File: config.mk
export PLATFORM = sky130hd
export DESIGN_NAME = pnhl_chain
export DESIGN_NICKNAME = d
export VERILOG_FILES = /design/src/hdl/pnhl_pkg.sv /design/src/hdl/pnhl_cell.sv /design/src/hdl/pnhl_chain.sv
export SDC_FILE = /design/constraint.sdc
export NUM_CORES = 2
export LEC_CHECK = 0
export BUFFER_PORTS_ARGS = -buffer_cell sky130_fd_sc_hd__clkbuf_2
export CAP_MARGIN = 10
export CORE_AREA = 2 2 639 641
export DETAILED_ROUTE_END_ITERATION = 6
export DIE_AREA = 0 0 641 643
export PLACE_DENSITY = 0.32
export SYNTH_ARGS = -nofsm -noshare
export SYNTH_HDL_FRONTEND = slang
export SYNTH_SLANG_ARGS = --single-unit
File: constraint.sdc
create_clock -name clk -period 9.44 [get_ports clk]
set_clock_uncertainty 0.2 [all_clocks]
set_input_delay 1.416 -clock clk [delete_from_list [all_inputs] [get_ports clk]]
set_output_delay 1.416 -clock clk [all_outputs]
set_load 0.01 [all_outputs]
File: src/hdl/pnhl_pkg.sv
// Package: shared types and constants for the per-pixel k-buffer.
package pnhl_pkg;

    localparam int PIXELS    = 1024;
    localparam int LAYERS    = 8;
    localparam int PIX_W     = $clog2(PIXELS);
    localparam int LAY_W     = (LAYERS > 1) ? $clog2(LAYERS) : 1;
    localparam int ML_W      = $clog2(LAYERS + 1);
    localparam int COUNT_W   = 16;
    localparam logic [COUNT_W-1:0] COUNT_MAX = 16'hFFFF;

    // configuration register indexes
    localparam logic [1:0] CFG_MAX_LAYERS    = 2'd0;
    localparam logic [1:0] CFG_REGION_WIDTH  = 2'd1;
    localparam logic [1:0] CFG_REGION_HEIGHT = 2'd2;

    // input item
    typedef struct packed {
        logic        mode;
        logic [9:0]  pixel_x;
        logic [9:0]  pixel_y;
        logic [63:0] user_data;
        logic [31:0] depth_key;
    } in_item_t;

    // result item
    typedef struct packed {
        logic        hit_valid;
        logic [63:0] hit_user_data;
        logic [31:0] hit_depth;
        logic [2:0]  layer_index;
        logic        last;
        logic        overflowed;
        logic [15:0] hit_count;
    } out_item_t;

    // one kept hit
    typedef struct packed {
        logic [63:0] data;
        logic [31:0] depth;
    } hit_t;

    // per-cell control from the top level
    typedef struct packed {
        logic             load;   // load the row from memory words
        logic             ins;    // insertion step
        logic             shift;  // readback shift toward cell 0
        logic [ML_W-1:0]  kept;   // hits kept before this insert
    } cell_ctl_t;

endpackage

File: src/hdl/pnhl_cell.sv
// One k-buffer cell: holds one layer slot and compares/shifts with its neighbor.
module pnhl_cell (
    input  logic               clk,
    input  pnhl_pkg::cell_ctl_t ctl,
    input  logic [pnhl_pkg::LAY_W-1:0] idx,
    input  pnhl_pkg::hit_t     load_hit,
    input  pnhl_pkg::hit_t     new_hit,
    input  pnhl_pkg::hit_t     left_hit,
    input  logic               left_moves,
    input  pnhl_pkg::hit_t     right_hit,
    output pnhl_pkg::hit_t     hit,
    output logic               moves
);
    pnhl_pkg::hit_t hit_reg;
    pnhl_pkg::hit_t hit_next;
    logic           occupied;
    logic           farther;
    logic           at_end;

    // slot holds a kept hit; new hit goes before it if strictly nearer
    assign occupied = (pnhl_pkg::ML_W'(idx) < ctl.kept);
    assign at_end   = ({{(pnhl_pkg::ML_W-pnhl_pkg::LAY_W){1'b0}}, idx} == ctl.kept);
    assign farther  = occupied && !at_end && (hit_reg.depth > new_hit.depth);
    assign moves    = farther;

    always_comb
    begin
        hit_next = hit_reg;
        if (ctl.load)
            hit_next = load_hit;
        else if (ctl.shift)
            hit_next = right_hit;
        else if (ctl.ins)
        begin
            if (left_moves)
                hit_next = left_hit;
            else if (farther || at_end)
                hit_next = new_hit;
        end
    end

    always_ff @(posedge clk)
    begin
        hit_reg <= hit_next;
    end

    assign hit = hit_reg;
endmodule

File: src/hdl/pnhl_chain.sv
// Row of k-buffer cells for one pixel.
module pnhl_chain (
    input  logic                clk,
    input  pnhl_pkg::cell_ctl_t ctl,
    input  pnhl_pkg::hit_t      load_hits [pnhl_pkg::LAYERS],
    input  pnhl_pkg::hit_t      new_hit,
    output pnhl_pkg::hit_t      hits      [pnhl_pkg::LAYERS]
);
    logic mv [pnhl_pkg::LAYERS];

    for (genvar i = 0; i < pnhl_pkg::LAYERS; i++)
    begin : g_cell
        pnhl_pkg::hit_t lh;
        pnhl_pkg::hit_t rh;
        logic           lm;
        if (i == 0)
        begin : g_first
            assign lh = new_hit;
            assign lm = 1'b0;
        end
        else
        begin : g_mid
            assign lh = hits[i-1];
            assign lm = mv[i-1];
        end
        if (i == pnhl_pkg::LAYERS - 1)
        begin : g_last
            assign rh = hits[i];
        end
        else
        begin : g_rest
            assign rh = hits[i+1];
        end
        pnhl_cell u_cell (
            .clk        (clk),
            .ctl        (ctl),
            .idx        (pnhl_pkg::LAY_W'(i)),
            .load_hit   (load_hits[i]),
            .new_hit    (new_hit),
            .left_hit   (lh),
            .left_moves (lm),
            .right_hit  (rh),
            .hit        (hits[i]),
            .moves      (mv[i])
        );
    end
endmodule
==> metrics <==
routed vias around 55,000; Mapped Area between 0.04 and 0.05 mm^2; num ports around 1,600; gr ovfl total 0; Max Clock Freq between 150 and 200 MHz; status complete, no violations; Design Area, Final between 0.06 and 0.07 mm^2; Switching Fraction ~43%; wire per inst 42.3 um; Max-Slew Margin vs Limit about 22%; Worst Path Class, Setup in2reg; Clk Tree Root Cell clkbuf_16; Worst Max-Slew Pin Slew 1.16 ns; P_leak about 25 nW; NumNets Final between 7,000 and 8,000; pin count of the biggest net entering global routing around 150; Async S/R FF share, synth 0%; Area growth, synth to finish 37.5%; worst-case clock buffer depth 4; IO buf count 1,639; Setup Buffers After CTS 0; fin util ~17%; Core Footprint between 0.4 and 0.5 mm^2; DIE HEIGHT 643 um; GP Congestion 1.03; Peak VDD IR 0.000154 V; Top Family by Delay on Critical Path buffers and inverters; Die Span X between 600 and 700 um; CP cell instances clkbuf_2, inv_1, ha_1, nand4_1, or4_1, a211o_1, a31oi_4, buf_4, nor2_1, a41oi_4, buf_4, buf_4; CP required approximately 9.7 ns; clock sink count 768; setup TNS 0 ns; Total Power 14.6 mW; via/cell ratio slightly below 5; Clock transition at path regs about 0.06 ns; TritonRoute pass-1 iters 6; Cells after Synth between 4,000 and 5,000; final wirelength just under 500 mm; CP max FO 45; Startpoint Class primary input; most frequent cells in the layout clkbuf_2, o211ai_1, edfxtp_1; Crit path largest cell delay 0.73 ns; initial antenna violation count between 150 and 200; Final period util about three fifths; register area between 0.02 and 0.025 mm^2; CP arrival roughly 6.0 ns; most frequent cell on the critical path buf_4; Psw around 6.3 mW; Max-Cap Viols 0; 1st-iter DRT viols approximately 7,100; Routed Antenna Nets 0; Post-synth top flop edfxtp_1; Worst Hold Class reg2reg; fin. max-slew vios 0; CP max-delay cell or4_1; htree depth 3; library cells used by synthesis between 50 and 60; RSZ-0062 raised after global routing no; warnings from Yosys 0; Crit. End Element register; Fin. Hold Viols 0; Placed Area ~0.063 mm^2; endpoints failing setup 0; Die Area 0.412 mm^2; logic gate share of total power 30.8%; sequential fraction of the synthesis area roughly 47%; Post-CTS Hold Buffers 0; post-CTS sizing 0; Mean Syn Cell Area 10.6 um^2; syn nets around 5,700; Filler Cell Count between 40,000 and 50,000; Post-DP HPWL roughly 390 mm; initial core utilization ~12%; Int Pwr 8.27 mW; EDFF count, synth between 700 and 800; Reg power frac between 30% and 40%; share of post-route cells with drive strength above 1 ~32%; Hold Slack ~0.42 ns; global-route wire length before repair ~610 mm; #FFs+latches synth 768; Multi-input gate area between 0.02 and 0.025 mm^2; vias in the first global route 53,395; clock period minus final worst setup slack 5.72 ns; clock power share between 30% and 40%; commonest non-fill, non-tap cell in the layout clkbuf_2; max reg flops 768; post-route DRC violation count 0; CTS buffer count approximately 110; CTS tree built; Buf+Inv Stages, Crit Path 5; All-Layer GR Usage 22.6%; Skew-Pair Late Insertion Delay approximately 0.88 ns; PwrDens 217 mW/mm^2; row count between 200 and 250
-- final timing paths --
| kind | startpoint | end | slack, ns | cells after the start |
|---|---|---|---|---|
| setup / recovery | new_hit[30] | g_cell[3].u_cell.hit[80] | 3.72 | 12 |
| hold / removal | g_cell[7].u_cell.hit[86] | g_cell[6].u_cell.hit[86] | 0.42 | 2 |
| setup reg to reg | g_cell[2].u_cell.hit[30] | g_cell[3].u_cell.hit[80] | 4.06 | 10 |
| hold reg to reg | g_cell[7].u_cell.hit[86] | g_cell[6].u_cell.hit[86] | 0.42 | 2 |
-- tightest hold or removal path, cell delays in order (launching register included) --
cell and delay [ns]:
edfxtp_1 0.37, a22oi_1 0.09, o211ai_1 0.09
-- final cells by class --
type	count	area share [%]
clock buffer	140	4.36
timing repair buffer	1771	14.1
inverter	108	0.604
sequential	768	34.4
multi-input combinational	3209	35.3
clock inverter	64	0.943
tap	5428	10.1
antenna	56	0.209
-- metal layers --
metal / track usage, % / wire length, um / up-vias / share of wire (%)
li1: - / - / 21946 / -
met1: 29.8 / 208000 / 29042 / 43
met2: 34.7 / 214000 / 3660 / 44
met3: 6.25 / 43500 / 691 / 8.9
met4: 8.77 / 21300 / 116 / 4.4
met5: 0 / 777 / - / 0.16
-- cells in the mapped netlist, types with 46 or more instances --
| library cell | count | area share (%) |
|---|---|---|
| edfxtp_1 | 768 | 47 |
| o311ai_0 | 51 | 0.92 |
| o311ai_1 | 46 | 0.83 |
| o21ai_0 | 220 | 2.3 |
| inv_1 | 108 | 0.83 |
| o211ai_1 | 1063 | 16 |
| buf_2 | 49 | 0.50 |
| clkbuf_1 | 427 | 3.3 |
| a22oi_1 | 575 | 8.8 |
| nand4_1 | 52 | 0.67 |
| a21oi_1 | 105 | 1.1 |
| ha_1 | 256 | 6.6 |
| o2111ai_1 | 97 | 1.7 |
| mux2i_1 | 96 | 2.0 |
| nor2b_1 | 102 | 1.3 |
| nand2_1 | 346 | 2.7 |
-- through the flow --
stage,setup slack (ns),std cells
detailed placement,2.85,11284
finish,3.72,11544
global route,3.65,11505
CTS,3.78,11488
floorplan,0.0290,4584
global placement,1.96,11283
-- power groups by stage --
stage	Combinational [mW]	Sequential, mW	Clock [mW]
floorplan	1.54	5.33	0
global placement	4.43	5.69	0
detailed placement	4.45	5.67	0
CTS	4.46	5.61	4.52
global route	4.63	5.65	4.60
finish	4.48	5.64	4.43
-- cells by family after synthesis --
logic type,Yosys count,share of synthesized area (%)
AOI/OAI and AO/OA,2238,33.4
adders and majority gates,256,6.56
buffers and inverters,607,4.86
DFF,768,47.3
muxes,96,1.97
and+or+nand+nor,619,5.94
No activity file was read; power rests on OpenSTA's default activity.
